## config.mk

```make
export PLATFORM = sky130hd
export DESIGN_NAME = dtsp_csr
export DESIGN_NICKNAME = d
export VERILOG_FILES = /design/src/rtl/dtsp_pkg.sv /design/src/rtl/dtsp_csr.sv
export SDC_FILE = /design/constraint.sdc
export NUM_CORES = 1
export LEC_CHECK = 0
export ABC_AREA = 1
export BUFFER_PORTS_ARGS = -buffer_cell sky130_fd_sc_hd__buf_2
export CORE_UTILIZATION = 38
export CTS_CLUSTER_SIZE = 24
export DETAILED_ROUTE_END_ITERATION = 6
export HOLD_SLACK_MARGIN = 0.12
export PLACE_DENSITY = 0.67
export SLEW_MARGIN = 20
export SYNTH_ARGS = -nofsm -noshare
export SYNTH_HDL_FRONTEND = slang
export SYNTH_SLANG_ARGS = --single-unit
```

## constraint.sdc

```tcl
create_clock -name clock -period 2 [get_ports clock]
set_clock_uncertainty 0.2 [all_clocks]
set_input_delay 0 -clock clock [delete_from_list [all_inputs] [get_ports clock]]
set_output_delay 0 -clock clock [all_outputs]
set_load 0.05 [all_outputs]
```

## src/rtl/dtsp_pkg.sv

```systemverilog
// Shared types and constants of the distance-tiered sync pacer.
// Depends on nothing; every other file of the block imports it.
package dtsp_pkg;

   localparam int SLOT_W     = 10;
   localparam int DIST_W     = 24;
   localparam int TIME_W     = 32;
   localparam int TIER_W     = 2;
   localparam int CSR_IDX_W  = 3;
   localparam int CSR_DATA_W = 32;
   // wide enough for any slot count up to 65536
   localparam int SLOT_CMP_W = 17;

   localparam logic OP_CHECK = 1'b0;
   localparam logic OP_CLEAR = 1'b1;

   localparam logic [TIER_W-1:0] TIER_NEAR    = 2'd0;
   localparam logic [TIER_W-1:0] TIER_MEDIUM  = 2'd1;
   localparam logic [TIER_W-1:0] TIER_FAR     = 2'd2;
   localparam logic [TIER_W-1:0] TIER_DORMANT = 2'd3;

   localparam logic [CSR_IDX_W-1:0] CSR_NEAR_LIMIT      = 3'd0;
   localparam logic [CSR_IDX_W-1:0] CSR_MEDIUM_LIMIT    = 3'd1;
   localparam logic [CSR_IDX_W-1:0] CSR_FAR_LIMIT       = 3'd2;
   localparam logic [CSR_IDX_W-1:0] CSR_NEAR_INTERVAL   = 3'd3;
   localparam logic [CSR_IDX_W-1:0] CSR_MEDIUM_INTERVAL = 3'd4;
   localparam logic [CSR_IDX_W-1:0] CSR_FAR_INTERVAL    = 3'd5;

   typedef struct packed {
      logic              operation;
      logic [SLOT_W-1:0] entity_slot;
      logic [DIST_W-1:0] distance;
      logic [TIME_W-1:0] now_ms;
   } req_type;

   typedef struct packed {
      logic              sync_now;
      logic [TIER_W-1:0] tier;
   } rsp_type;

endpackage

```

## src/rtl/dtsp_csr.sv

```systemverilog
// Configuration registers and the distance-to-tier classifier.
// Depends on dtsp_pkg.
module dtsp_csr
   import dtsp_pkg::*;
(
   input  logic                  clock,
   input  logic                  reset,
   input  logic                  csr_we,
   input  logic [CSR_IDX_W-1:0]  csr_index,
   input  logic [CSR_DATA_W-1:0] csr_wdata,
   input  logic [DIST_W-1:0]     distance,
   output logic [TIER_W-1:0]     tier,
   output logic [TIME_W-1:0]     interval
);

   logic [DIST_W-1:0] near_limit_ff, medium_limit_ff, far_limit_ff;
   logic [TIME_W-1:0] near_ivl_ff, medium_ivl_ff, far_ivl_ff;

   always_ff @(posedge clock) begin
      if (reset) begin
         near_limit_ff   <= '0;
         medium_limit_ff <= '0;
         far_limit_ff    <= '0;
         near_ivl_ff     <= '0;
         medium_ivl_ff   <= '0;
         far_ivl_ff      <= '0;
      end else if (csr_we) begin
         unique case (csr_index)
            CSR_NEAR_LIMIT:      near_limit_ff   <= csr_wdata[DIST_W-1:0];
            CSR_MEDIUM_LIMIT:    medium_limit_ff <= csr_wdata[DIST_W-1:0];
            CSR_FAR_LIMIT:       far_limit_ff    <= csr_wdata[DIST_W-1:0];
            CSR_NEAR_INTERVAL:   near_ivl_ff     <= csr_wdata[TIME_W-1:0];
            CSR_MEDIUM_INTERVAL: medium_ivl_ff   <= csr_wdata[TIME_W-1:0];
            CSR_FAR_INTERVAL:    far_ivl_ff      <= csr_wdata[TIME_W-1:0];
            default: ;  // unknown index: ignored
         endcase
      end
   end

   // first limit that covers the distance wins; limits need not be ordered
   always_comb begin
      if (distance <= near_limit_ff) begin
         tier     = TIER_NEAR;
         interval = near_ivl_ff;
      end else if (distance <= medium_limit_ff) begin
         tier     = TIER_MEDIUM;
         interval = medium_ivl_ff;
      end else if (distance <= far_limit_ff) begin
         tier     = TIER_FAR;
         interval = far_ivl_ff;
      end else begin
         tier     = TIER_DORMANT;
         interval = far_ivl_ff;  // unused for dormant
      end
   end

   assert property (@(posedge clock) disable iff (reset)
      (tier == TIER_NEAR) |-> (distance <= near_limit_ff))
      else $error("near tier chosen above near limit");

   assert property (@(posedge clock) disable iff (reset)
      (tier == TIER_DORMANT) |-> (distance > far_limit_ff && distance > near_limit_ff))
      else $error("dormant tier chosen within a limit");

   assert property (@(posedge clock) disable iff (reset)
      (csr_we && csr_index == CSR_FAR_INTERVAL) |=> (far_ivl_ff == $past(csr_wdata)))
      else $error("far interval write lost");

endmodule

```

* Word-level counts from Yosys, hierarchy flattened
Cells that the tools add are included.
** Operators by class
- Equal/unequal tests :: 5
- Reductions and logical operators :: 7
- Mux-type cells :: 5
- Order comparisons :: 3
** Operators by type and width (count)
- $le 24x24->1 :: 3
- $mux 32 :: 2
- $reduce_and 2->1 :: 6
- $eq 3x2->1 const B :: 2
- $eq 3x3->1 const B :: 2
- $mux 2 :: 2
- $eq 3x1->1 const B :: 1
- $logic_not 3->1 :: 1
- $mux 1 :: 1
** Storage, ports and cells
- Input bits :: 62
- Output and inout bits :: 34
- Flip-flop bits (word level) :: 168
- Logic and storage cells :: 26

* Longest topological paths before layout
Gate-level depths: netlist of run 1.
- Depth after elaboration :: 4
- Depth in mapped cells :: 16
- Mapped depth without buffers :: 15

* Worst setup path after synthesis of run 1
OpenSTA, ideal clock, no wires.
- Kind :: register to output
- Start :: register near_limit_ff[15]
- End :: output port tier[1]
- Buffers on the path :: 1
- Arrival :: 2.144 ns
- Path slack :: -0.344 ns
- Required time :: 1.800 ns
- Stages on the path, launching flop included :: 13
- Path through :: dfxtp_1 -> inv_1 -> ha_1 -> nand2_1 -> nor2_1 -> and2_1 -> nand2_1 -> a21oi_1 -> nor2_1 -> nor2_4 -> inv_2 -> buf_6 -> nor2_1
** Between the ends
- Cells in the longest elaborated chain, start to end :: 2
** Ends and longest elaborated chain
- start, declared :: line dtsp_csr.sv:16 : logic [DIST_W-1:0] near_limit_ff, medium_limit_ff, far_limit_ff;
- start signal, assigned :: line dtsp_csr.sv:29 : CSR_NEAR_LIMIT: near_limit_ff <= csr_wdata[DIST_W-1:0];
- $le 24x24->1 :: line dtsp_csr.sv:42 : if (distance <= near_limit_ff) begin
- $mux 2 :: line dtsp_csr.sv:42
- end, declared :: line dtsp_csr.sv:12 : output logic [TIER_W-1:0] tier,
Every way passes these cells.

* Worst setup path after layout of run 1
- Start :: register near_limit_ff[21]
- End :: output port tier[0]
The elaborated chain is that of the path after synthesis.

==> summary.md, run 1 <==
| Metric | Value |
|---|---|
| Run status | `finished, violations left` |
| Violated checks | `negative setup slack` |
| CP Launch Type | `flop` |
| Die area | `0.02349 sq mm` |
| PD cells | `733.5 mW/mm^2` |
| Die width | `153.3 microns` |
| RSZ-0062 raised after global routing | `yes` |
| Final ANT Viol Nets | `0` |
| Synth Cell Area | `0.008696 sq mm` |
| Final design utilization | `0.5688` |
| Max Fclk | `0.3592 GHz` |
| Net Sw Frac | `0.3093` |
| Mapped Nets | `1,316` |
| Setup violations, final | `40` |
| Period utilization | `1.392` |
| First-pass GRT wire length | `42.42 mm` |
| Fin cells | `1,660` |
| Placed Cells | `1,550` |
| Initial Utilization | `0.3924` |
| Share of power burned in registers | `0.378` |
| CTS Buf Count | `17` |
| CP Class | `reg2out` |
| Worst setup EP type | `output port` |
| NetSw | `2860 uW` |
| Clk pwr share | `0.364` |
| Reg-to-reg slack, setup | `0.58 ns` |
| Clk sinks | `168` |
| Final hold viol count | `0` |
| WP data required | `1.80 ns` |
| Yosys cell types | `26` |
| Fillers | `1,898` |
| Max cap viols | `0` |
| Wire length after detailed routing | `28.86 mm` |
| Worst-margin pin slew | `0.6281 ns` |
| Cell area after layout | `0.01260 sq mm` |
| Vias | `8,685` |
| Critical path peak fanout | `6` |
| Clk slew on worst S/H paths | `0.06 ns` |
| Wirelength per Cell | `17.39 microns` |
| Area Overhead vs Synth | `44.95%` |
| Share of cells above drive strength 1 | `0.2886` |
| # rows | `54` |
| Worst skew pair latency | `0.42 ns` |
| GRT Util Overall | `0.2294` |
| Drt drc | `0` |
| Die Ht | `153.3 microns` |
| Post-DR vias/cell | `5.232` |
| Vias in the first global route | `8,088` |
| VDD IR-drop max | `0.5280 mV` |
| Tmin final | `2.784 ns` |
| CTS root buffer | `clkbuf_16` |
| Final number of max-transition violations | `0` |
| Largest net degree at the start of global routing | `118` |
| Int Power | `6385 uW` |
| Crit path DAT | `2.58 ns` |
| Drt pass-1 iters | `5` |
| GRT Residual Overflow | `0` |
| Static Leak | `0.005275 uW` |
| H-tree levels | `4` |
| Initial antenna violation count | `1` |
| Deepest clock path buffer count | `2` |
| Cells after synthesis | `1,182` |
| Post-DP Area | `0.009891 sq mm` |
| # IOs | `96` |
| Drt initial violations | `626` |
| Nets | `1,501` |
| Pre-CTS setup slack | `-0.4183 ns` |
| Seq/Total Area, Yosys | `0.3868` |
| Flip-flop and latch count after synthesis | `168` |
| Hold crit path type | `in2reg` |
| TritonCTS clock tree | `done` |
| Placer congestion estimate | `0.8521` |
| Yosys warning count | `0` |
| DP HPWL | `16.25 mm` |
| Slew Limit Headroom | `0.5813` |
| Mean Syn Cell Area | `7.357 sq um` |
| Core ar. | `0.02216 sq mm` |
| Worst hold margin | `0.1038 ns` |
| Comb power frac | `0.258` |
| Fin worst setup slack | `-0.7839 ns` |
| # port buffers | `95` |
-- metrics by stage --
| step | total power, uW | TNS, ns |
|---|---|---|
| 6_report | 9245 | -24.59 |
| 5_1_grt | 9584 | -28.38 |
| 4_1_cts | 8904 | -24.36 |
| 3_5_place_dp | 5191 | -11.81 |
| 3_3_place_gp | 5165 | -10.63 |
| 2_1_floorplan | 4653 | -0.01636 |
-- synthesized netlist by cell type (all sizes together) --
master | instances | share of area
nand2 | 213 | 0.092
nor2 | 169 | 0.075
dfxtp | 168 | 0.39
inv | 167 | 0.072
a211oi | 133 | 0.11
ha | 72 | 0.10
nand3 | 70 | 0.041
a21oi | 65 | 0.038
clkbuf | 47 | 0.020
nand4 | 36 | 0.026
buf | 28 | 0.020
o21ai | 6 | 0.0035
a21o | 4 | 0.0035
nor3 | 2 | 0.0017
and2 | 1 | 0.00072
o21a | 1 | 0.00086
-- area by class of cell --
type,count,area (sq um),area share
timing repair buffer,241,2421,0.1921
tap,280,350.3,0.02779
multi-input combinational,772,5220,0.4141
clock buffer,22,474.2,0.03762
sequential,168,3378,0.2680
inverter,167,639.4,0.05072
clock inverter,9,118.9,0.009430
antenna,1,2.502,0.0001985
-- flip-flops by register name, summed over array words and instances, names as in the netlist --
signal,cells
far_limit_ff,24
medium_ivl_ff,32
near_ivl_ff,32
medium_limit_ff,24
near_limit_ff,24
far_ivl_ff,32
-- cells in the final DEF, fill, tap and decap left out, types with 24 or more instances in the layout --
cell / n
a211oi_1: 129
a21oi_1: 61
buf_2: 60
buf_4: 63
buf_8: 28
clkbuf_16: 24
dfxtp_1: 156
dlygate4sd3_1: 46
ha_1: 54
inv_1: 148
nand2_1: 137
nand2_2: 53
nand3_1: 42
nand4_1: 36
nor2_1: 154
-- power groups by stage --
stage | clock network, uW | registers [uW] | logic, uW
after floorplan | 0 | 3550 | 1100
after global placement | 0 | 3560 | 1610
after detailed placement | 0 | 3560 | 1630
after CTS | 3390 | 3490 | 2020
after global routing | 3540 | 3500 | 2540
final | 3360 | 3500 | 2390
-- cells by family after synthesis --
logic type	after synthesis	synth area share
fa+ha+maj	72	0.1036
buf+inv	242	0.1122
simple gates	491	0.2370
flops	168	0.3868
compound gates	209	0.1604
-- repair_timing --
action	4_1_cts	5_1_grt
setup buffers	6	10
resized for setup	147	158
setup endpoints to repair	34	129
hold endpoints to repair	168	25
hold buffers	51	3
pin swaps	10	36
cloned	4	8
-- critical path, stage by stage (launching register included) --
cell,delay [ns]
dfxtp_2,0.32
inv_2,0.04
ha_4,0.26
nand4_1,0.19
nor2_4,0.17
nand2_2,0.08
a21oi_2,0.11
nor2_2,0.06
nor2_4,0.20
clkinv_4,0.16
clkbuf_16,0.22
a21oi_4,0.16
buf_12,0.16
-- path summary, 6_finish.rpt --
path / to / cells past startpoint / startpoint
worst max-delay path: tier[0] / 12 / near_limit_ff[21]
worst min-delay path: near_ivl_ff[7] / 4 / csr_index[0]
worst min register to register: near_ivl_ff[4] / 2 / near_ivl_ff[4]
worst max register to register: far_ivl_ff[28] / 3 / far_ivl_ff[28]
-- per-layer routing --
metal	track usage	routed length (microns)
met5	0	0
met4	0.08899	891
met3	0.03771	1611
met2	0.3807	13500
met1	0.2965	12850
No activity file was read; power rests on OpenSTA's default activity.
==> inputs of run 2 (changes only) <==
clock period = 3.4 ns   (was 2 ns; I/O delays follow)
==> run 2 against run 1 <==
Against the previous run:
- the flow now finishes without violations
- critical path depth fell by 1
- setup slack improved by 1.1 ns
- combinational power fell by 62%
- die area did not move
- non-clock buffer count fell by 86
- clock power fell by 41%
- register-to-register slack improved by 1.9 ns
- final cell count fell by 5.2%
- sequential share of layout area rose by 5.7 points
- sequential cell count did not move
- core utilization fell by 10 points
- sequential power fell by 41%
- critical path type unchanged
- critical endpoint unchanged
- highest routed layer unchanged
==> summary.md, run 2 (same netlist as run 1, synthesis figures left out) <==
| Metric | Value |
|---|---|
| Run status | `finished, final reports clean` |
| Drt drc | `0 (unchanged)` |
| Worst skew pair latency | `0.42 ns (about the same)` |
| Critical path peak fanout | `34 (+28)` |
| Power Total | `4944 uW (-47%)` |
| GRT Util Overall | `0.2088 (-0.02056)` |
| Deepest clock path buffer count | `2 (unchanged)` |
| Cell area after layout | `0.01035 sq mm (-18%)` |
| Most frequent cells in the layout | `nand2_1, dfxtp_1, nor2_1, inv_1, a211oi_1` |
| Period utilization | `0.9029` |
| PD cells | `477.5 mW/mm^2 (-35%)` |
| Clk pwr share | `0.399 (+0.035)` |
| Final hold viol count | `0 (unchanged)` |
| Slew Limit Headroom | `0.4331 (-0.1481)` |
| Worst-margin pin slew | `0.8491 ns (+0.2210 ns)` |
| CTS root buffer | `clkbuf_16` |
| Net Sw Frac | `0.3094 (about the same)` |
| # IOs | `96 (unchanged)` |
| Placer congestion estimate | `0.7743 (-9.1%)` |
| CP Class | `reg2out` |
| RSZ-0062 raised after global routing | `no` |
| VDD IR-drop max | `0.2948 mV (-44%)` |
| NetSw | `1529 uW (-47%)` |
| Max Fclk | `0.3257 GHz` |
| Initial Utilization | `0.3924 (unchanged)` |
| Largest regs | `far_ivl_ff x32, medium_ivl_ff x32, near_ivl_ff x32` |
| DP HPWL | `15.46 mm (-4.9%)` |
| Share of cells above drive strength 1 | `0.1190 (-0.1696)` |
| Drt initial violations | `599 (-4.3%)` |
| Tmin final | `3.070 ns` |
| Fillers | `2,253 (+19%)` |
| H-tree levels | `4 (unchanged)` |
| CP Launch Type | `flop` |
| Static Leak | `0.004404 uW (-17%)` |
| Core ar. | `0.02216 sq mm (unchanged)` |
| Diode count | `0 (-1)` |
| Vias | `7,931 (-8.7%)` |
| Max cap viols | `0 (unchanged)` |
| Setup violations, final | `0 (-100%)` |
| # port buffers | `95 (unchanged)` |
| Die area | `0.02349 sq mm (unchanged)` |
| Largest net degree at the start of global routing | `145 (+23%)` |
| Die Ht | `153.3 microns (unchanged)` |
| Area Overhead vs Synth | `19.08%` |
| Die width | `153.3 microns (unchanged)` |
| CTS Buf Count | `17 (unchanged)` |
| Comb power frac | `0.186 (-0.072)` |
| Clk sinks | `168 (unchanged)` |
| Worst setup EP type | `output port` |
| Vias in the first global route | `7,517 (-7.1%)` |
| Post-DR vias/cell | `5.039 (-3.7%)` |
| Final number of max-transition violations | `0 (unchanged)` |
| GRT Residual Overflow | `0 (unchanged)` |
| Multi-input gate area | `0.004357 sq mm (-17%)` |
| Final ANT Viol Nets | `0 (unchanged)` |
| Wire length after detailed routing | `23.74 mm (-18%)` |
| # rows | `54 (unchanged)` |
| TNS Setup | `0 ns (+24.59 ns)` |
| Drt pass-1 iters | `5 (unchanged)` |
| Crit path DAT | `2.87 ns (+0.29 ns)` |
| Nets | `1,415 (-5.7%)` |
| Initial antenna violation count | `0 (-1)` |
| Hold crit path type | `in2reg` |
| First-pass GRT wire length | `39.10 mm (-7.8%)` |
| Post-DP Area | `0.009285 sq mm (-6.1%)` |
| Commonest non-fill, non-tap cell in the layout | `nand2_1` |
| Int Power | `3415 uW (-47%)` |
| Clk slew on worst S/H paths | `0.07 ns (about the same)` |
| Wirelength per Cell | `15.08 microns (-13%)` |
| FF/Latch Area | `0.003363 sq mm (-0.44%)` |
| Final design utilization | `0.4673 (-0.1015)` |
| TritonCTS clock tree | `done` |
| WP data required | `3.20 ns (+1.40 ns)` |
| Share of power burned in registers | `0.415 (+0.037)` |
## run 2: what timing repair did
action                                  CTS  global route
resized for setup                         0             2
endpoints found under the hold margin   168             0
endpoints found under the setup margin    0            34
buffers inserted                          0             2
hold buffers                             45             0
## run 2: power by group through the flow
stage	sequential [uW]	combinational [uW]	clock, uW
finish	2050	920	1970
global route	2060	1020	2090
CTS	2050	910	2010
detailed placement	2090	871	0
global placement	2090	859	0
floorplan	2090	626	0
## run 2: cell type report
cell class	count	area share
Timing Repair Buffer	155	0.1029
Clock inverter	14	0.01547
Clock buffer	18	0.04145
Tap cell	280	0.03383
Inverter	167	0.06078
Sequential cell	168	0.3248
Multi-Input combinational cell	772	0.4207
## run 2: stage by stage
step,setup slack (ns),instances,hold WS [ns]
after CTS,0.1525,1572,0.2089
after global placement,0.6394,1495,0.1084
after floorplan,1.056,1182,-0.05295
after detailed placement,0.6420,1495,0.1110
final,0.3301,1574,0.2265
after global routing,0.05682,1574,0.2337
## run 2: path summary, 6_finish.rpt
check	start	end	slack, ns	cells past startpoint
worst min register to register	near_ivl_ff[0]	near_ivl_ff[0]	0.26	2
worst min-delay path	csr_wdata[25]	medium_ivl_ff[25]	0.23	4
worst max register to register	far_limit_ff[2]	far_limit_ff[2]	2.46	2
worst max-delay path	medium_limit_ff[19]	tier[0]	0.33	11
## run 2: critical path, cell delays in order, from the launching register on
cell and delay [ns]:
dfxtp_1 0.31, inv_1 0.05, ha_1 0.29, nand2_1 0.07, nor2_1 0.17, nand2_1 0.12
nor2_2 0.15, nand3_2 0.10, nand2_2 0.60, inv_1 0.12, a21oi_2 0.18, buf_2 0.28
## run 2: metal layers
layer  global-route usage  vias up  part of all wire
met5                    0        -                 0
met4              0.06590        0             0.016
met3              0.03119       29             0.046
met2               0.3431      190              0.46
met1               0.2803     3605              0.48
li1                     -     4107                 -
==> inputs of run 3 (changes only) <==
CTS_BUF_LIST = sky130_fd_sc_hd__clkbuf_4   (was not set)
==> run 3 against run 2 <==
Against the previous run:
- final cell count increased by 2.4%
- core utilization increased by 0.35 points
- first-iteration DRC count increased by 2.8%
- sequential cell count unchanged
- fmax decreased by 1.9%
- clock-buffer cell count unchanged
- global-route usage increased by 0.81 points
- power decreased by 14%
- sequential share of layout area decreased by 0.24 points
- clock power decreased by 36%
==> summary.md, run 3 (same netlist as run 1, synthesis figures left out) <==
| Metric | Value |
|---|---|
| Slew Limit Headroom | `0.4419 (+0.008721)` |
| Fillers | `2,233 (-0.89%)` |
| Area Overhead vs Synth | `19.97%` |
| Final hold viol count | `0 (unchanged)` |
| TritonCTS clock tree | `done` |
| CP Launch Type | `flop` |
| Final ANT Viol Nets | `0 (unchanged)` |
| Die area | `0.02349 sq mm (unchanged)` |
| Vias in the first global route | `7,765 (+3.3%)` |
| Cell area after layout | `0.01043 sq mm (+0.75%)` |
| Critical path peak fanout | `32 (-5.9%)` |
| FF-to-FF End | `near_ivl_ff[28]` |
| Clk sinks | `168 (unchanged)` |
| Final design utilization | `0.4708 (+0.003500)` |
| Share of power burned in registers | `0.481 (+0.066)` |
| Max cap viols | `0 (unchanged)` |
| Static Leak | `0.004434 uW (+0.68%)` |
| Hold crit path type | `in2reg` |
| Comb power frac | `0.225 (+0.039)` |
| Net Sw Frac | `0.3424 (+0.03303)` |
| Core ar. | `0.02216 sq mm (unchanged)` |
| Hold Path End | `near_ivl_ff[7]` |
| Die width | `153.3 microns (unchanged)` |
| CP Class | `reg2out` |
| Final number of max-transition violations | `0 (unchanged)` |
| Worst Reg-to-Reg Cells | `3 (+1)` |
| # port buffers | `95 (unchanged)` |
| Most frequent cells in the layout | `nand2_1, dfxtp_1, nor2_1, inv_1, a211oi_1` |
| GRT Residual Overflow | `0 (unchanged)` |
| Commonest non-fill, non-tap cell in the layout | `nand2_1` |
| Largest net degree at the start of global routing | `145 (unchanged)` |
| Fin worst setup slack | `0.2703 ns (-0.05978 ns)` |
| Pre-CTS setup slack | `0.6420 ns (unchanged)` |
| Run status | `finished, final reports clean` |
| Deepest clock path buffer count | `2 (unchanged)` |
| Drt drc | `0 (unchanged)` |
| CTS root buffer | `clkbuf_4` |
| Int Power | `2807 uW (-18%)` |
| # IOs | `96 (unchanged)` |
| Drt pass-1 iters | `5 (unchanged)` |
| Tmin final | `3.130 ns (+0.05978 ns)` |
| FF-to-FF Start | `near_ivl_ff[28]` |
| Wire length after detailed routing | `24.51 mm (+3.2%)` |
| Period utilization | `0.9205 (+0.01758)` |
| Reg-to-reg slack, setup | `2.04 ns (-0.42 ns)` |
| Die Ht | `153.3 microns (unchanged)` |
| Post-DP Area | `0.009285 sq mm (unchanged)` |
| PD cells | `409.2 mW/mm^2 (-14%)` |
| H-tree levels | `4 (unchanged)` |
| Crit path DAT | `2.93 ns (+0.06 ns)` |
| WP data required | `3.20 ns (about the same)` |
| Setup violations, final | `0 (unchanged)` |
| CTS Buf Count | `17 (unchanged)` |
| GRT Util Overall | `0.2169 (+0.008109)` |
| VDD IR-drop max | `0.1831 mV (-38%)` |
| Wirelength per Cell | `15.21 microns (+0.86%)` |
| Clk slew on worst S/H paths | `0.16 ns (+0.09 ns)` |
| Post-DR vias/cell | `5.058 (+0.39%)` |
| Largest regs | `far_ivl_ff x32, medium_ivl_ff x32, near_ivl_ff x32` |
| Worst-margin pin slew | `0.8360 ns (-0.01306 ns)` |
| Share of cells above drive strength 1 | `0.1173 (-0.001718)` |
| First-pass GRT wire length | `40.30 mm (+3.1%)` |
| Nets | `1,451 (+2.5%)` |
| Drt initial violations | `616 (+2.8%)` |
| TNS Setup | `0 ns (unchanged)` |
| Worst skew pair latency | `0.59 ns (+0.17 ns)` |
| Worst setup EP type | `output port` |
| Hold Path Origin | `csr_we` |
| Placer congestion estimate | `0.7743 (unchanged)` |
| Vias | `8,149 (+2.7%)` |
| Initial antenna violation count | `1 (+1)` |
| Initial Utilization | `0.3924 (unchanged)` |
| Max Fclk | `0.3195 GHz (-1.9%)` |
| Power Total | `4269 uW (-14%)` |
| Clk pwr share | `0.294 (-0.105)` |
| NetSw | `1462 uW (-4.4%)` |
| RSZ-0062 raised after global routing | `no` |
| # rows | `54 (unchanged)` |
| Min-Delay Path Depth | `6 (+2)` |
| DP HPWL | `15.46 mm (unchanged)` |
run 3: area by class of cell:
class / instances / area [sq um] / area share
inverter: 167 / 631.9 / 0.06057
antenna: 1 / 2.502 / 0.0002399
multi-input combinational: 772 / 4362 / 0.4181
clock inverter: 14 / 160.2 / 0.01535
clock buffer: 18 / 135.1 / 0.01295
timing repair buffer: 191 / 1428 / 0.1368
sequential: 168 / 3363 / 0.3224
tap: 280 / 350.3 / 0.03358
run 3: stage by stage:
stage / hold slack (ns) / std cells
3_3_place_gp: 0.1084 / 1495
6_report: 0.1756 / 1611
3_5_place_dp: 0.1110 / 1495
5_1_grt: 0.1628 / 1611
2_1_floorplan: -0.05295 / 1182
4_1_cts: 0.1316 / 1610
run 3: how the worst max path moves through the flow:
stage                                    from            to  slack (ns)
after floorplan             near_limit_ff[15]       tier[1]        1.06
after global placement      near_limit_ff[19]       tier[0]        0.64
after detailed placement    near_limit_ff[19]       tier[0]        0.64
after CTS                 medium_limit_ff[15]       tier[0]        0.08
after global routing        near_limit_ff[23]  interval[15]        0.02
final                     medium_limit_ff[19]  interval[13]        0.27
run 3: timing repair:
item                                    4_1_cts  5_1_grt
hold buffers                                 80        0
endpoints found under the setup margin        4       34
gates resized for setup                       1        3
pin swaps                                     1        0
setup buffers                                 3        0
endpoints found under the hold margin       168        0
run 3: power by group through the flow:
stage	Sequential, uW	Clock (uW)	Combinational [uW]
3_3_place_gp	2090	0	859
2_1_floorplan	2090	0	626
3_5_place_dp	2090	0	871
6_report	2050	1260	960
4_1_cts	2050	1290	957
5_1_grt	2060	1360	1060
run 3: metal layers:
metal	global-route usage	routed length (microns)	vias to the layer above
li1	-	-	4192
met1	0.2855	11530	3686
met2	0.3536	11180	230
met3	0.03317	1178	41
met4	0.08899	624	0
met5	0	0	-
run 3: worst max-delay path, cell delays in order (launching register included):
cell and delay [ns]:
dfxtp_1 0.34, inv_1 0.05, ha_1 0.29, nand2_1 0.07, nor2_1 0.17, nand2_1 0.11, nor2_2 0.15, nand2_1 0.08
nand3_2 0.10, buf_4 0.39, nand3_1 0.17, nand3_1 0.12, nand2_1 0.06, buf_2 0.21
